--- config.mk ---
export PLATFORM = sky130hd
export DESIGN_NAME = jpeg_sof_dimension_scanner_top_flat
export DESIGN_NICKNAME = d
export VERILOG_FILES = /design/src/rtl/jsds_pkg.sv /design/src/rtl/jsds_in_if.sv /design/src/rtl/jsds_out_if.sv /design/src/rtl/jsds_parser.sv /design/src/rtl/jsds_out_reg.sv /design/src/rtl/jpeg_sof_dimension_scanner_top.sv /design/src/flat_wrapper.sv
export SDC_FILE = /design/constraint.sdc
export NUM_CORES = 1
export LEC_CHECK = 0
export BUFFER_PORTS_ARGS = -buffer_cell sky130_fd_sc_hd__buf_2
export CELL_PAD_IN_SITES_DETAIL_PLACEMENT = 1
export CELL_PAD_IN_SITES_GLOBAL_PLACEMENT = 1
export CORE_MARGIN = 2
export CORE_UTILIZATION = 52
export CTS_BUF_LIST = sky130_fd_sc_hd__clkbuf_4 sky130_fd_sc_hd__clkbuf_8
export DETAILED_ROUTE_END_ITERATION = 16
export PLACE_DENSITY_LB_ADDON = 0.1
export SYNTH_ARGS = -nofsm -noshare
export SYNTH_HDL_FRONTEND = slang
export SYNTH_SLANG_ARGS = --single-unit
export TNS_END_PERCENT = 1
--- constraint.sdc ---
create_clock -name i_clk -period 9.5 [get_ports i_clk]
set_input_delay 0.475 -clock i_clk [delete_from_list [all_inputs] [get_ports i_clk]]
set_output_delay 0.475 -clock i_clk [all_outputs]
set_load 0.02 [all_outputs]
--- src/rtl/jsds_pkg.sv ---
package jsds_pkg;

    // Result status codes
    typedef enum logic [2:0] {
        ST_FOUND      = 3'd0,
        ST_NO_SOI     = 3'd1,
        ST_BAD_LEN    = 3'd2,
        ST_SOF_SHORT  = 3'd3,
        ST_ZERO_SIZE  = 3'd4,
        ST_NO_FRAME   = 3'd5
    } t_status;

    // Marker bytes
    localparam logic [7:0] MK_PREFIX  = 8'hFF;
    localparam logic [7:0] MK_SOI     = 8'hD8;
    localparam logic [7:0] MK_EOI     = 8'hD9;
    localparam logic [7:0] MK_SOS     = 8'hDA;
    localparam logic [7:0] MK_RST_LO  = 8'hD0;
    localparam logic [7:0] MK_RST_HI  = 8'hD7;
    localparam logic [7:0] MK_SOF_GRP = 8'hC0;
    localparam logic [7:0] MK_DHT     = 8'hC4;
    localparam logic [7:0] MK_JPG     = 8'hC8;
    localparam logic [7:0] MK_DAC     = 8'hCC;

    // Shortest frame header that still carries height and width
    localparam logic [15:0] SOF_MIN_LEN = 16'd7;

    typedef struct packed {
        t_status     status;
        logic [15:0] width;
        logic [15:0] height;
    } t_result;

    typedef struct packed {
        logic    push;   // a result leaves the parser this cycle
        t_result res;
    } t_res_ctl;

    typedef struct packed {
        logic sent;      // result given, waiting for the last byte
        logic at_start;  // parser sits at its reset point
    } t_scan_stat;

endpackage

--- src/rtl/jsds_in_if.sv ---
interface jsds_in_if;
    logic       valid;
    logic       ready;
    logic [7:0] data_byte;
    logic       last_byte;

    modport source (output valid, output data_byte, output last_byte, input ready);
    modport sink   (input valid, input data_byte, input last_byte, output ready);
endinterface

--- src/rtl/jsds_out_if.sv ---
interface jsds_out_if;
    logic        valid;
    logic        ready;
    logic [2:0]  status;
    logic [15:0] width;
    logic [15:0] height;

    modport source (output valid, output status, output width, output height, input ready);
    modport sink   (input valid, input status, input width, input height, output ready);
endinterface

--- src/rtl/jsds_parser.sv ---
module jsds_parser (
    input  logic                  i_clk,
    input  logic                  i_rst_n,
    input  logic                  i_acc,
    input  logic [7:0]            i_byte,
    input  logic                  i_last,
    output jsds_pkg::t_res_ctl    o_ctl,
    output jsds_pkg::t_scan_stat  o_stat
);
    import jsds_pkg::*;

    typedef enum logic [3:0] {
        PH_SOI0  = 4'd0,
        PH_SOI1  = 4'd1,
        PH_SEEK  = 4'd2,
        PH_FILL  = 4'd3,
        PH_LENHI = 4'd4,
        PH_LENLO = 4'd5,
        PH_BODY  = 4'd6
    } t_phase;

    t_phase      r_phase, n_phase;
    logic [2:0]  r_head, n_head;
    logic [7:0]  r_marker, n_marker;
    logic [15:0] r_len, n_len;
    logic [15:0] r_off, n_off;
    logic [15:0] r_h, n_h;
    logic [15:0] r_w, n_w;
    logic        r_sent, n_sent;

    logic        push;
    t_status     st;
    logic        is_frame;

    assign is_frame = ((r_marker & 8'hF0) == MK_SOF_GRP) && (r_marker != MK_DHT)
                      && (r_marker != MK_JPG) && (r_marker != MK_DAC);

    always_comb begin
        n_phase  = r_phase;
        n_head   = r_head;
        n_marker = r_marker;
        n_len    = r_len;
        n_off    = r_off;
        n_h      = r_h;
        n_w      = r_w;
        n_sent   = r_sent;
        push     = 1'b0;
        st       = ST_FOUND;

        if (i_acc && !r_sent) begin
            if (r_head < 3'd4) begin
                n_head = r_head + 3'd1;
            end
            unique case (r_phase)
                PH_SOI0: begin
                    if (i_byte != MK_PREFIX) begin
                        push = 1'b1;
                        st   = ST_NO_SOI;
                    end else begin
                        n_phase = PH_SOI1;
                    end
                end
                PH_SOI1: begin
                    if (i_byte != MK_SOI) begin
                        push = 1'b1;
                        st   = ST_NO_SOI;
                    end else begin
                        n_phase = PH_SEEK;
                    end
                end
                PH_SEEK: begin
                    if (i_byte == MK_PREFIX) begin
                        n_phase = PH_FILL;
                    end
                end
                PH_FILL: begin
                    if (i_byte == MK_PREFIX) begin
                        n_phase = PH_FILL;
                    end else if (i_byte == MK_EOI || i_byte == MK_SOS) begin
                        push = 1'b1;
                        st   = ST_NO_FRAME;
                    end else if (i_byte >= MK_RST_LO && i_byte <= MK_RST_HI) begin
                        n_phase = PH_SEEK;
                    end else begin
                        n_marker = i_byte;
                        n_phase  = PH_LENHI;
                    end
                end
                PH_LENHI: begin
                    n_len   = {8'd0, i_byte};
                    n_off   = 16'd0;
                    n_h     = 16'd0;
                    n_w     = 16'd0;
                    n_phase = PH_LENLO;
                end
                PH_LENLO: begin
                    n_len = {r_len[7:0], i_byte};
                    n_off = 16'd1;
                    if (n_len < 16'd2) begin
                        push = 1'b1;
                        st   = ST_BAD_LEN;
                    end else if (n_len == 16'd2) begin
                        // empty body: segment ends here
                        if (is_frame) begin
                            push = 1'b1;
                            st   = ST_SOF_SHORT;
                        end else begin
                            n_phase = PH_SEEK;
                        end
                    end else begin
                        n_phase = PH_BODY;
                    end
                end
                PH_BODY: begin
                    n_off = r_off + 16'd1;
                    if (n_off == 16'd3 || n_off == 16'd4) begin
                        n_h = {r_h[7:0], i_byte};
                    end else if (n_off == 16'd5 || n_off == 16'd6) begin
                        n_w = {r_w[7:0], i_byte};
                    end
                    if ({1'b0, n_off} + 17'd1 == {1'b0, r_len}) begin
                        if (is_frame) begin
                            push = 1'b1;
                            if (r_len < SOF_MIN_LEN) begin
                                st = ST_SOF_SHORT;
                            end else if (n_h == 16'd0 || n_w == 16'd0) begin
                                st = ST_ZERO_SIZE;
                            end else begin
                                st = ST_FOUND;
                            end
                        end else begin
                            n_phase = PH_SEEK;
                        end
                    end
                end
                default: begin
                    n_phase = PH_SEEK;
                end
            endcase

            // file ends with nothing settled
            if (!push && i_last) begin
                push = 1'b1;
                if (r_head < 3'd3) begin
                    st = ST_NO_SOI;
                end else if (n_phase == PH_BODY) begin
                    st = ST_BAD_LEN;
                end else begin
                    st = ST_NO_FRAME;
                end
            end
            if (push) begin
                n_sent = 1'b1;
            end
        end

        // last byte rearms for the next file
        if (i_acc && i_last) begin
            n_phase  = PH_SOI0;
            n_head   = 3'd0;
            n_marker = 8'd0;
            n_len    = 16'd0;
            n_off    = 16'd0;
            n_h      = 16'd0;
            n_w      = 16'd0;
            n_sent   = 1'b0;
        end
    end

    always_ff @(posedge i_clk) begin
        if (!i_rst_n) begin
            r_phase  <= PH_SOI0;
            r_head   <= 3'd0;
            r_marker <= 8'd0;
            r_len    <= 16'd0;
            r_off    <= 16'd0;
            r_h      <= 16'd0;
            r_w      <= 16'd0;
            r_sent   <= 1'b0;
        end else begin
            r_phase  <= n_phase;
            r_head   <= n_head;
            r_marker <= n_marker;
            r_len    <= n_len;
            r_off    <= n_off;
            r_h      <= n_h;
            r_w      <= n_w;
            r_sent   <= n_sent;
        end
    end

    // sizes are reported only with a found status; taken before the rearm
    always_comb begin
        o_ctl.push       = push;
        o_ctl.res.status = st;
        o_ctl.res.width  = (st == ST_FOUND) ? ((r_phase == PH_BODY && r_off + 16'd1 == 16'd5)
                           || (r_phase == PH_BODY && r_off + 16'd1 == 16'd6)
                           ? {r_w[7:0], i_byte} : r_w) : 16'd0;
        o_ctl.res.height = (st == ST_FOUND) ? r_h : 16'd0;
    end

    assign o_stat.sent     = r_sent;
    assign o_stat.at_start = (r_phase == PH_SOI0) && (r_head == 3'd0);

endmodule

--- src/rtl/jsds_out_reg.sv ---
module jsds_out_reg (
    input  logic                i_clk,
    input  logic                i_rst_n,
    input  jsds_pkg::t_res_ctl  i_ctl,
    output logic                o_space,
    jsds_out_if.source          o_res
);
    import jsds_pkg::*;

    logic    r_valid;
    t_result r_res;

    assign o_space = !r_valid || o_res.ready;

    always_ff @(posedge i_clk) begin
        if (!i_rst_n) begin
            r_valid <= 1'b0;
        end else if (o_space) begin
            r_valid <= i_ctl.push;
        end
    end

    always_ff @(posedge i_clk) begin
        if (o_space && i_ctl.push) begin
            r_res <= i_ctl.res;
        end
    end

    assign o_res.valid  = r_valid;
    assign o_res.status = r_res.status;
    assign o_res.width  = r_res.width;
    assign o_res.height = r_res.height;

endmodule

--- src/rtl/jpeg_sof_dimension_scanner_top.sv ---
// Channel   Dir  Payload                          Request
// i_in      in   data_byte[7:0], last_byte        one file byte
// o_res     out  status[2:0], width, height       one result per file
//
// One byte is taken every cycle while the result register is empty or
// being drained; the parser state advances on that edge.
// A result shows on o_res in the cycle after the byte that settles it.
// A stalled result holds i_in.ready low; nothing else throttles input.
// Synchronous active-low reset puts the parser at the start of a file.
module jpeg_sof_dimension_scanner_top (
    input  logic       i_clk,
    input  logic       i_rst_n,
    jsds_in_if.sink    i_in,
    jsds_out_if.source o_res
);
    import jsds_pkg::*;

    logic       acc;
    logic       space;
    t_res_ctl   ctl;
    t_scan_stat stat;

    assign i_in.ready = space;
    assign acc        = i_in.valid && space;

    // marker hunt, length tracking and frame size capture
    jsds_parser u_parser (
        .i_clk   (i_clk),
        .i_rst_n (i_rst_n),
        .i_acc   (acc),
        .i_byte  (i_in.data_byte),
        .i_last  (i_in.last_byte),
        .o_ctl   (ctl),
        .o_stat  (stat)
    );

    // result register toward the sink
    jsds_out_reg u_out (
        .i_clk   (i_clk),
        .i_rst_n (i_rst_n),
        .i_ctl   (ctl),
        .o_space (space),
        .o_res   (o_res)
    );

    // results come only from accepted bytes
    a_push_on_acc: assert property (@(posedge i_clk) disable iff (!i_rst_n)
        ctl.push |-> acc)
        else $error("result without an accepted byte");

    // one result per file: none follows until the last byte rearms
    a_one_result: assert property (@(posedge i_clk) disable iff (!i_rst_n)
        ctl.push && !i_in.last_byte |=> !ctl.push)
        else $error("second result in one file");

    // last byte rearms the parser
    a_rearm: assert property (@(posedge i_clk) disable iff (!i_rst_n)
        acc && i_in.last_byte |=> !stat.sent && stat.at_start)
        else $error("parser not rearmed after last byte");

endmodule

--- src/flat_wrapper.sv ---
// flat-port wrapper written by rule: the top's interface ports become plain ports
module jpeg_sof_dimension_scanner_top_flat import jsds_pkg::*;
  (i_clk, i_rst_n, i_in_valid, i_in_data_byte, i_in_last_byte, i_in_ready, o_res_valid, o_res_status, o_res_width, o_res_height, o_res_ready);
  jsds_in_if i_in_i ();
  jsds_out_if o_res_i ();
  input  logic i_clk;
  input  logic i_rst_n;
  input wire logic [$bits(i_in_i.valid)-1:0] i_in_valid;
  input wire logic [$bits(i_in_i.data_byte)-1:0] i_in_data_byte;
  input wire logic [$bits(i_in_i.last_byte)-1:0] i_in_last_byte;
  output wire logic [$bits(i_in_i.ready)-1:0] i_in_ready;
  output wire logic [$bits(o_res_i.valid)-1:0] o_res_valid;
  output wire logic [$bits(o_res_i.status)-1:0] o_res_status;
  output wire logic [$bits(o_res_i.width)-1:0] o_res_width;
  output wire logic [$bits(o_res_i.height)-1:0] o_res_height;
  input wire logic [$bits(o_res_i.ready)-1:0] o_res_ready;
  assign i_in_i.valid = i_in_valid;
  assign i_in_i.data_byte = i_in_data_byte;
  assign i_in_i.last_byte = i_in_last_byte;
  assign i_in_ready = i_in_i.ready;
  assign o_res_valid = o_res_i.valid;
  assign o_res_status = o_res_i.status;
  assign o_res_width = o_res_i.width;
  assign o_res_height = o_res_i.height;
  assign o_res_i.ready = o_res_ready;
  jpeg_sof_dimension_scanner_top u_core (.i_clk(i_clk), .i_rst_n(i_rst_n), .i_in(i_in_i), .o_res(o_res_i));
endmodule
# == Word-level counts from Yosys, hierarchy flattened ==
# Cells that the tools add are included.
# totals
out_inout_bits,37
elab_cells,134
register_bits,116
inputBits,13
# op_classes
bitwise,4
magnitude_cmp,6
eq_ne,22
muxes,53
reduce_logical,34
add_sub_neg,3
# ops
op,count
2-to-1 mux 16 bit,8
one-hot mux 16 bit (2 select lines),3
equality test 16 x 3 -> 1 bit (second input constant),3
one-hot mux 16 bit (3 select lines),1
2-to-1 mux 4 bit,10
!= test 8 bit (second input constant),5
2-to-1 mux 3 bit,11
equality test 16 x 2 -> 1 bit (second input constant),2
logical NOT 16 bit,2
one-hot mux 4 bit (7 select lines),1
equality test 8 bit (second input constant),3
adder 16 x 1 -> 17 bit (second input constant),1
equality test 17 x 16 -> 1 bit,1
adder 16 x 1 -> 16 bit (second input constant),1
equality test 4 x 3 -> 1 bit (second input constant),4
less-than comparator 16 x 2 -> 1 bit (second input constant),1
less-than comparator 16 x 3 -> 1 bit (second input constant),1
one-hot mux 3 bit (5 select lines),1
2-to-1 mux 1 bit,14
logical AND 1 bit,11
AND reduction 2 bit,5
equality test 4 x 2 -> 1 bit (second input constant),2
>= comparator 8 bit (second input constant),1
less-or-equal comparator 8 bit (second input constant),1
other kinds (16),29

# == Depth between registers and ports, before layout ==
# Gate-level depths: netlist (run 1).
# logic_depth
ltp_word,17
depth_mapped,13
mapped_depth_nobuf,11

# == Hierarchy ==
# Synthesis (run 1) repeated with hierarchy kept, for this count alone.
# unflattened
cells_unflattened,766
area_unflattened_um2,6791.5
# modules_own_cells
module,area_per_inst_um2,seq_area_each_um2,cells_per_inst,n_inst
jsds_parser,5676.7,1601.5,725,1
jsds_out_reg,1108.6,1071.0,40,1
jpeg_sof_dimension_scanner_top,6.3,0.0,1,1

# == Worst setup path after synthesis (run 1) ==
# Ideal clock, no wire load.
# synth_path
path_type,register -> register
start,register u_core.u_parser.r_off[0]
end,register u_core.u_out.r_res (netlist bit u_core.u_out.o_res.height[0]) (enable)
arrival_ns,4.227
setup_time_ns,0.439
required_time_ns,9.061
path_buffers,1
period_less_slack_ns,4.666
path_stages_with_launch,12
setup_slack_ns,4.834
path_cell_list,dfxtp_1 buf_2 inv_1 ha_1 nand2_2 nor4_4 nand4_1 a2111oi_2 nand4_1 a21oi_2 a31oi_1 a21oi_1
# synth_via
elab_chain_cells,12
# synth_rtl
element,line,text
"start, declared",jsds_parser.sv:26,"logic [15:0] r_off, n_off;"
"start signal, assigned",jsds_parser.sv:185,r_off <= n_off;
adder 16 x 1 -> 16 bit (*),jsds_parser.sv:115,n_off = r_off + 16'd1;
adder 16 x 1 -> 17 bit (*),jsds_parser.sv:121,"if ({1'b0, n_off} + 17'd1 == {1'b0, r_len}) begin"
equality test 17 x 16 -> 1 bit (*),jsds_parser.sv:121,
2-to-1 mux 1 bit (*),jsds_parser.sv:121,
one-hot mux 1 bit (5 select lines) (*),jsds_parser.sv:54,unique case (r_phase)
2-to-1 mux 1 bit (*),jsds_parser.sv:50,if (i_acc && !r_sent) begin
logical NOT 1 bit,jsds_parser.sv:142,if (!push && i_last) begin
logical AND 1 bit,jsds_parser.sv:142,
2-to-1 mux 1 bit (*),jsds_parser.sv:142,
2-to-1 mux 1 bit (*) (2 in series),jsds_parser.sv:50,
logical AND 1 bit (*),jsds_out_reg.sv:24,if (o_space && i_ctl.push) begin
"end signal, assigned",jsds_out_reg.sv:25,r_res <= i_ctl.res;
"end, declared",jsds_out_reg.sv:11,t_result r_res;
# Mark *: on every way between the ends. The rest lies on a longest branch, timed or not. The select of a mux whose other input is x is not followed.
# A chain may end at the register's enable or synchronous reset.

# == Final worst setup path (run 1) ==
# layout_path
start,register u_core.u_parser.r_off[0]
end,register u_core.u_out.r_res (netlist bit u_core.u_out.o_res.height[13]) (data pin)
# layout_via
elab_chain_cells,17
word_cells_on_any_way,38
classes_between,add/sub (2); eq/ne (6); mux (22); reduce/logical (8)
# layout_rtl
element,line,text
adder 16 x 1 -> 16 bit (*),jsds_parser.sv:115,
"parallel branches: the longest is 13 deep, another holds adder 16 x 1 -> 17 bit",--,
2-to-1 mux 3 bit (*),jsds_parser.sv:142,
2-to-1 mux 3 bit (*),jsds_parser.sv:50,
logical NOT 3 bit (*),jsds_parser.sv:199,o_ctl.res.height = (st == ST_FOUND) ? r_h : 16'd0;
# Every way passes the cells marked *. The select of a mux whose other input is x is not followed.

==> results.yml, run 1 <==
run_status:
  status: "finished clean"
cts:
  cts_tree: "yes"
  ctsResizeCount: 0
  cts_buffers: 17
  cts.sinks: 116
  cts_root_buffer: "clkbuf_8"
  h-tree-depth: 4
  postCtsSetupRepairBufs: 0
  hold_buffers: 0
  cts_buffer_depth: 2
  path_clk_slew_ps: 70
  clk_latency_ps: 460
logic_synthesis:
  postSynth.asyncResetShare: 0
  yosys_warnings: 0
  yosysTopAreaCell: "dfxtp_1"
  yosys.area.top_type_share: 0.2529
  netlist_instances: 718
  synth_nets: 737
  ys_seq_area_frac: 0.4168
  ys_types: 74
  ys_ff_latch: 116
  synthFlopType: "dfxtp_1"
  synth_area_mm2: 0.006412
  synth_edf_count: 35
  synthTopCellsByArea: "dfxtp_1, edfxtp_1, nor2_1"
  synth.avg_cell_area_um2: 8.931
global_route:
  overflow: 0
  track_usage: 0.2971
  grt_antenna_before_repair: 0
  grt_pass1_wl_um: 30640
  grt_max_degree: 55
  grt_pass1_vias: 5853
pwr:
  leakage_nw: 2.426
  power_density_mw_per_mm2: 153.2
  ir_worst_vdd_mv: 0.07924
critical_path:
  path_cells: "ha_1 -> nand4_1 -> nor4b_1 -> a211o_2 -> and4bb_2 -> nor3_1 -> o31ai_1 -> a21oi_2 -> and3_1 -> a211oi_4 -> nor3b_1"
  crit_path_max_fanout: 32
  critPathKind: "reg2reg"
  rrSetupSlack_ps: 4370
  cp_slowest_cell: "a211oi_4"
  worstSetupStartpointType: "flip-flop"
  end_kind: "flip-flop"
  cp-endpoint: "u_core.u_out.o_res.height[13]"
  cp.arrival_ps: 5260
  r2r_start: "u_core.u_parser.r_off[0]"
  r2r_end: "u_core.u_out.o_res.height[13]"
  rr_worst_depth: 11
  timing.critical_path.from: "u_core.u_parser.r_off[0]"
  cpPeakStageDelay_ps: 1060
  crit_required_ps: 9640
placement:
  dp_hpwl_um: 13000
  portBuffers: 49
  gp_congestion: 0.9379
finish:
  area_growth_pct: 9.366
  antennaDiodeCount: 0
  final_common_cell: "nor2_1"
  layout-drive-gt1-share: 0.1491
  final_cell_mix: "nor2_1, dfxtp_1, buf_2"
  num-nets-final: 757
  final_core_util: 0.5839
detailed_routing:
  drtIter0Drc: 524
  via_count: 5840
  post-route-drc-count: 0
  drt-total-wl_um: 18860
  avgRoutedWirePerCell_um: 21.00
  ant_nets: 0
  via_per_inst: 6.503
  dr.pass1.iters: 5
timing:
  hold_ws_ps: 283.2
  rsz0062_at_grt: "false"
  fin_crit_ps: 5126
  post-route-period-util: 0.5396
  finalClockSkew_ps: 12.26
  worst_pin_slew_ps: 1283
  max_slew_margin: 0.1422
  fmax_ghz: 0.1951
  finalHoldViolCount: 0
  setup_viol: 0
  tns_ps: 0
  slew_violations: 0
hold_path:
  worstHoldStart: "i_rst_n"
  hp-class: "in2reg"
floorplan:
  start_util: 0.5339
  core-area_mm2: 0.01201
  die_y_um: 115.0
  io-pin-count: 50
  num_rows: 40
  die-width_um: 115.0
  dieArea_mm2: 0.01324
job:
  maxCapViolations: 0
## through the flow
| step | total power, mW | cell area, µm² | setup slack, ps | instances |
|---|---|---|---|---|
| 3_3_place_gp | 0.6483 | 6651 | 4903 | 866 |
| 4_1_cts | 1.076 | 7013 | 4504 | 898 |
| 6_report | 1.074 | 7013 | 4374 | 898 |
| 3_5_place_dp | 0.6520 | 6651 | 4590 | 866 |
| 2_1_floorplan | 0.6187 | 6412 | 4834 | 718 |
| 5_1_grt | 1.106 | 7013 | 4010 | 898 |
## where the power goes
part	switching (mW)	internal (mW)	total, mW
clock network	0.210	0.222	0.432
registers	0.00916	0.528	0.537
logic	0.0799	0.0257	0.106
total	0.299	0.776	1.07
## layout make-up
cell class,count,area (µm²)
Timing Repair Buffer,53,275.3
Sequential cell,116,2673
Tap cell,147,183.9
Clock buffer,22,277.8
Fill cell,1407,4999
Inverter,12,45.04
Multi-Input combinational cell,538,3475
Clock inverter,10,83.83
## logic make-up after synthesis
| kind of cell | after synthesis | share of synthesized area |
|---|---|---|
| adder cells (fa/ha/maj) | 6 | 0.01171 |
| buffers and inverters | 64 | 0.04527 |
| multiplexers | 30 | 0.04683 |
| flip-flops | 116 | 0.4168 |
| AO/OA/AOI/OAI | 156 | 0.1670 |
| XOR/XNOR | 40 | 0.05581 |
| AND/OR/NAND/NOR | 306 | 0.2566 |
## synth_stat cells (all sizes together) (6+ instances only)
cell type and instances:
nor2 94, xnor2 27, mux2i 30, edfxtp 35
nor4 16, or3 7, dfxtp 81, a21oi 36
buf 16, clkbuf 36, nand2 47, nor3 36
and3 7, nand4 18, a211oi 6, xor2 13
ha 6, nor2b 6, o21ai 24, a22oi 44
or2 6, inv 12, a31oi 9, nor3b 19
nand3 20
## worst min-delay path by stage
| stage | end | depth (start not counted) |
|---|---|---|
| after global placement | u_core.u_parser.r_marker[7] | 2 |
| final | u_core.u_out.o_res.valid | 3 |
| after detailed placement | u_core.u_parser.r_marker[6] | 2 |
| after CTS | u_core.u_out.o_res.valid | 3 |
| after floorplan | u_core.u_parser.r_marker[7] | 2 |
| after global routing | u_core.u_out.o_res.valid | 3 |
## registers in the layout, indices dropped and copies added (netlist names)
register / count
u_core.u_out.o_res.valid: 1
u_core.u_parser.r_marker: 8
u_core.u_parser.r_off: 16
u_core.u_out.o_res.width: 16
u_core.u_out.o_res.status: 3
u_core.u_parser.r_phase: 4
u_core.u_parser.r_sent: 1
u_core.u_parser.r_w: 16
u_core.u_parser.r_head: 3
u_core.u_parser.r_h: 16
u_core.u_out.o_res.height: 16
u_core.u_parser.r_len: 16
## metal layers
| layer | global-route usage | share of wire | wire length [µm] | vias to the layer above |
|---|---|---|---|---|
| li1 | - | - | - | 2700 |
| met1 | 0.3923 | 0.44 | 8370 | 2877 |
| met2 | 0.4902 | 0.48 | 8975 | 209 |
| met3 | 0.05061 | 0.054 | 1013 | 54 |
| met4 | 0.1124 | 0.026 | 496 | 0 |
| met5 | 0 | 0 | 0 | - |
## critical path, delay by kind of cell (launching register included)
family          cells  cell delay (ps)
compound gates      4             1860
fa+ha+maj           1              650
simple gates        6             1590
flops               1              700
Power figures use the tool's default switching activity.
==> run 2: changes to the inputs <==
Settings changed: CORE_UTILIZATION 52 to 43.
Clock period 9.5 ns to 4.7 ns, I/O delays scaled along.
==> run 2 against run 1 <==
Against the previous run:
- first-iteration DRC count is 9.5% lower
- count of clock-buffer cells in the layout is 4 lower
- die area is 20% higher
- via count is 1.9% lower
- wire length is 1.5% higher
- critical endpoint is now u_core.u_out.o_res.width[11]
==> results.yml, run 2 (synthesis results as in run 1) <==
floorplan:
  io-pin-count: 50
  die-width_um: 126.1
  die_y_um: 126.1
  start_util: 0.4412
  num_rows: 44
  core-area_mm2: 0.01453
  dieArea_mm2: 0.01591
critical_path:
  crit_required_ps: 4900
  crit_path_max_fanout: 32
  worstSetupStartpointType: "flip-flop"
  r2r_end: "u_core.u_out.o_res.width[11]"
  cp.arrival_ps: 4390
  rr_worst_depth: 12
  rrSetupSlack_ps: 510
  critPathKind: "reg2reg"
  end_kind: "flip-flop"
  r2r_start: "u_core.u_parser.r_off[1]"
global_route:
  track_usage: 0.2438
  grt_pass1_wl_um: 30950
  grt_pass1_vias: 5729
  grt_antenna_before_repair: 0
  overflow: 0
  grt_max_degree: 67
pwr:
  ir_worst_vdd_mv: 0.1487
  netSwitchingFraction: 0.2705
  leakage_nw: 2.505
  p_comb_frac: 0.095
  p_seq_frac: 0.458
  clkPwrFrac: 0.447
  power.internal_mw: 1.723
  power_density_mw_per_mm2: 326.9
  p_switching_mw: 0.6391
finish:
  num-nets-final: 766
  layout-drive-gt1-share: 0.1618
  final_core_util: 0.4972
  area_growth_pct: 12.70
  final_cell_mix: "nor2_1, dfxtp_1, buf_2"
  final_common_cell: "nor2_1"
  antennaDiodeCount: 0
detailed_routing:
  avgRoutedWirePerCell_um: 20.26
  via_count: 5729
  via_per_inst: 6.069
  post-route-drc-count: 0
  drt-total-wl_um: 19130
  dr.pass1.iters: 5
  ant_nets: 0
  drtIter0Drc: 474
timing:
  finalClockSkew_ps: 13.82
  fin_crit_ps: 4192
  post-route-period-util: 0.8919
  tns_ps: 0
  slew_violations: 0
  finalHoldViolCount: 0
  rsz0062_at_grt: "false"
  fmax_ghz: 0.2385
  max_slew_margin: 0.3125
  worst_pin_slew_ps: 1027
  setup_viol: 0
cts:
  cts_root_buffer: "clkbuf_8"
  cts_tree: "yes"
  ctsResizeCount: 0
  h-tree-depth: 4
  clk_latency_ps: 460
  cts_buffers: 17
  cts.sinks: 116
  postCtsSetupRepairBufs: 0
  cts_buffer_depth: 2
  hold_buffers: 0
  path_clk_slew_ps: 80
hold_path:
  worstHoldStart: "i_rst_n"
  worstHoldEndpoint: "u_core.u_out.o_res.valid"
  holdPathStages: 3
  hp-class: "in2reg"
placement:
  gp_congestion: 0.9370
  dp_hpwl_um: 13310
  portBuffers: 49
run_status:
  status: "finished clean"
job:
  maxCapViolations: 0
[run 2: metrics by stage]
step                      total power [mW]  setup slack [ps]  hold WS (ps)  area [µm²]  cells
after floorplan                      1.251             34.40         351.2        6412    718
after global placement               1.322             643.3         466.9        6778    912
after detailed placement             1.330             378.6         493.6        6778    912
after CTS                            2.379             374.8         21.35        7224    944
after global routing                 2.446             144.0         36.12        7227    944
final                                2.362             507.9         38.11        7227    944
[run 2: area by class of cell]
class	instances	area (µm²)
Clock buffer	18	247.7
Clock inverter	14	198.9
Fill cell	1699	7307
Inverter	12	45.04
Multi-Input combinational cell	538	3477
Sequential cell	116	2673
Tap cell	184	230.2
Timing Repair Buffer	62	355.3
[run 2: metal layers]
metal	vias up	routed length (µm)	track usage	part of all wire
met2	141	9183	0.4023	0.48
met1	2853	8798	0.3244	0.46
met5	-	0	0	0
li1	2708	-	-	-
met3	27	765	0.04036	0.040
met4	0	381	0.08533	0.020
[run 2: critical path: stages, from the launching register on]
cell and delay, ps:
dfxtp_1 640, ha_2 510, nand4_1 280, nor2_1 350
and4_1 250, or2_0 260, nor4b_1 260, nand3b_1 150
a21oi_2 280, a31oi_1 200, a211oi_4 250, buf_4 350
nor3_1 120
[run 2: how the worst max path moves through the flow]
stage / start / endpoint / slack (ps)
floorplan: u_core.u_parser.r_off[0] / u_core.u_out.o_res.height[0] / 30
global placement: u_core.u_parser.r_off[1] / u_core.u_out.o_res.width[15] / 640
detailed placement: u_core.u_parser.r_off[1] / u_core.u_out.o_res.width[10] / 380
CTS: u_core.u_parser.r_off[1] / u_core.u_out.o_res.width[10] / 370
global route: u_core.u_parser.r_off[1] / u_core.u_out.o_res.height[5] / 140
finish: u_core.u_parser.r_off[1] / u_core.u_out.o_res.width[11] / 510
[run 2: power groups by stage]
stage               logic, mW  registers [mW]  clock network (mW)
floorplan               0.113            1.14                   0
CTS                     0.225            1.08                1.07
global route            0.243            1.09                1.12
global placement        0.218            1.10                   0
finish                  0.224            1.08                1.06
detailed placement      0.225            1.11                   0
==> run 3: changes to the inputs <==
Settings changed: CORE_UTILIZATION 43 to 44, SETUP_SLACK_MARGIN set to 0.5, SYNTH_HIERARCHICAL set to 1.
==> run 3 against run 2 <==
Against the previous run:
- first-iteration DRC count increased by 5.9%
- wire length is 4.0% higher
- core utilization grew 0.41 points
- combinational power up 12%
- clock power hardly changed
- largest cell class unchanged
- highest routed layer unchanged
==> results.yml, run 3 <==
cts:
  h-tree-depth: 4
  cts.sinks: 116
  path_clk_slew_ps: 70
  cts_root_buffer: "clkbuf_8"
  cts_buffer_depth: 2
  cts_tree: "yes"
  clk_latency_ps: 450
  cts_buffers: 17
timing:
  tns_ps: 0
  rsz0062_at_grt: "true"
  worst_pin_slew_ps: 1075
  fin_ws_ps: 626.2
  fmax_ghz: 0.2455
  setup_viol: 0
  hold_ws_ps: 64.09
  slew_violations: 0
  fin_crit_ps: 4074
  post-route-period-util: 0.8668
  finalHoldViolCount: 0
  max_slew_margin: 0.2806
  finalClockSkew_ps: 9.697
detailed_routing:
  dr.pass1.iters: 5
  via_per_inst: 6.059
  drt-total-wl_um: 19890
  via_count: 5992
  post-route-drc-count: 0
  avgRoutedWirePerCell_um: 20.11
  ant_nets: 0
  drtIter0Drc: 502
critical_path:
  cp_common_cell: "buf_4"
  crit_path_max_fanout: 16
  crit_required_ps: 4890
  timing.critical_path.from: "u_core/u_parser/r_off[3]"
  rr_worst_depth: 13
  cp_slowest_cell: "dfxtp_1"
  critPathKind: "reg2reg"
  cp.arrival_ps: 4270
  worstSetupStartpointType: "flip-flop"
  path_cells: "buf_4 -> nand4_1 -> o21a_1 -> o22ai_1 -> nor4_2 -> xor2_1 -> or4_1 -> a211o_1 -> o31a_1 -> a311oi_4 -> buf_4 -> buf_12 -> nor3_1"
  r2r_start: "u_core/u_parser/r_off[3]"
  cpPeakStageDelay_ps: 560
  end_kind: "flip-flop"
hold_path:
  worstHoldStart: "i_rst_n"
  holdPathStages: 2
  hp-class: "in2reg"
pwr:
  power_density_mw_per_mm2: 313.9
  leakage_nw: 2.836
  ir_worst_vdd_mv: 0.1785
logic_synthesis:
  netlist_instances: 763
  synth.avg_cell_area_um2: 8.875
  synth_nets: 783
  yosys_warnings: 6
  synth_area_mm2: 0.006771
global_route:
  use_met2: 0.4130
  grt_pass1_wl_um: 32110
  grt_util_met3: 0.04758
  grt_antenna_before_repair: 0
  busiest_layer: "met2"
  met1_usage: 0.3277
  track_usage: 0.2488
  grt_max_degree: 45
  overflow: 0
  grt_pass1_vias: 6038
floorplan:
  num_rows: 45
  core-area_mm2: 0.01515
  dieArea_mm2: 0.01640
  io-pin-count: 50
  start_util: 0.4471
  die-width_um: 128.1
  die_y_um: 128.1
finish:
  final_common_cell: "nor2_1"
  layout-drive-gt1-share: 0.1985
  final_core_util: 0.5014
  final_cell_mix: "nor2_1, dfxtp_1, nand2_1"
  num-nets-final: 808
  area_growth_pct: 12.14
  antennaDiodeCount: 0
  finalInstanceArea_mm2: 0.007594
placement:
  dp_hpwl_um: 13580
  portBuffers: 49
  gp_congestion: 0.8507
  pre_cts_ws_ps: 290.9
  place_area_mm2: 0.007082
job:
  maxCapViolations: 0
run_status:
  status: "finished clean"
run 3: area by class of cell:
type	instances	area [µm²]
Tap cell	188	235.2
Clock inverter	13	178.9
Timing Repair Buffer	64	387.9
Sequential cell	116	2681
Fill cell	1773	7552
Clock buffer	19	261.5
Multi-Input combinational cell	575	3796
Inverter	14	52.55
run 3: worst max-delay path, delay by kind of cell (launching register included):
kind / cells / cell delay [ps]
buf+inv: 3 / 600
xor+xnor: 1 / 190
simple gates: 4 / 990
flops: 1 / 560
compound gates: 5 / 1450
run 3: stage by stage:
stage / total power [mW] / instances
2_1_floorplan: 1.276 / 763
3_3_place_gp: 1.351 / 955
3_5_place_dp: 1.356 / 955
4_1_cts: 2.406 / 987
5_1_grt: 2.465 / 989
6_report: 2.383 / 989
run 3: repair_timing:
| action | CTS | global route |
|---|---|---|
| resized for setup | 3 | 10 |
| hold buffers | 0 | 0 |
| gates cloned | 0 | 1 |
| buffers inserted | 0 | 1 |
| endpoints found under the setup margin | 69 | 78 |
| endpoints found under the hold margin | 0 | 0 |
| pin swaps | 0 | 1 |
run 3: routing by layer:
layer,vias up,wire (µm),part of all wire
met5,-,0,0
met3,23,792,0.040
li1,2828,-,-
met2,149,9547,0.48
met4,0,280,0.014
met1,2992,9268,0.47
run 3: power by group:
part | switching [mW] | internal (mW)
Clock | 0.440 | 0.603
Combinational | 0.183 | 0.0683
Sequential | 0.0203 | 1.07
Total | 0.643 | 1.74
run 3: worst paths after layout:
path,end,slack [ps]
setup reg to reg,u_core/u_out/o_res.width[0],630
hold reg to reg,u_core/u_parser/r_sent,490
setup / recovery,u_core/u_out/o_res.width[0],630
hold / removal,u_core/u_out/o_res.valid,60
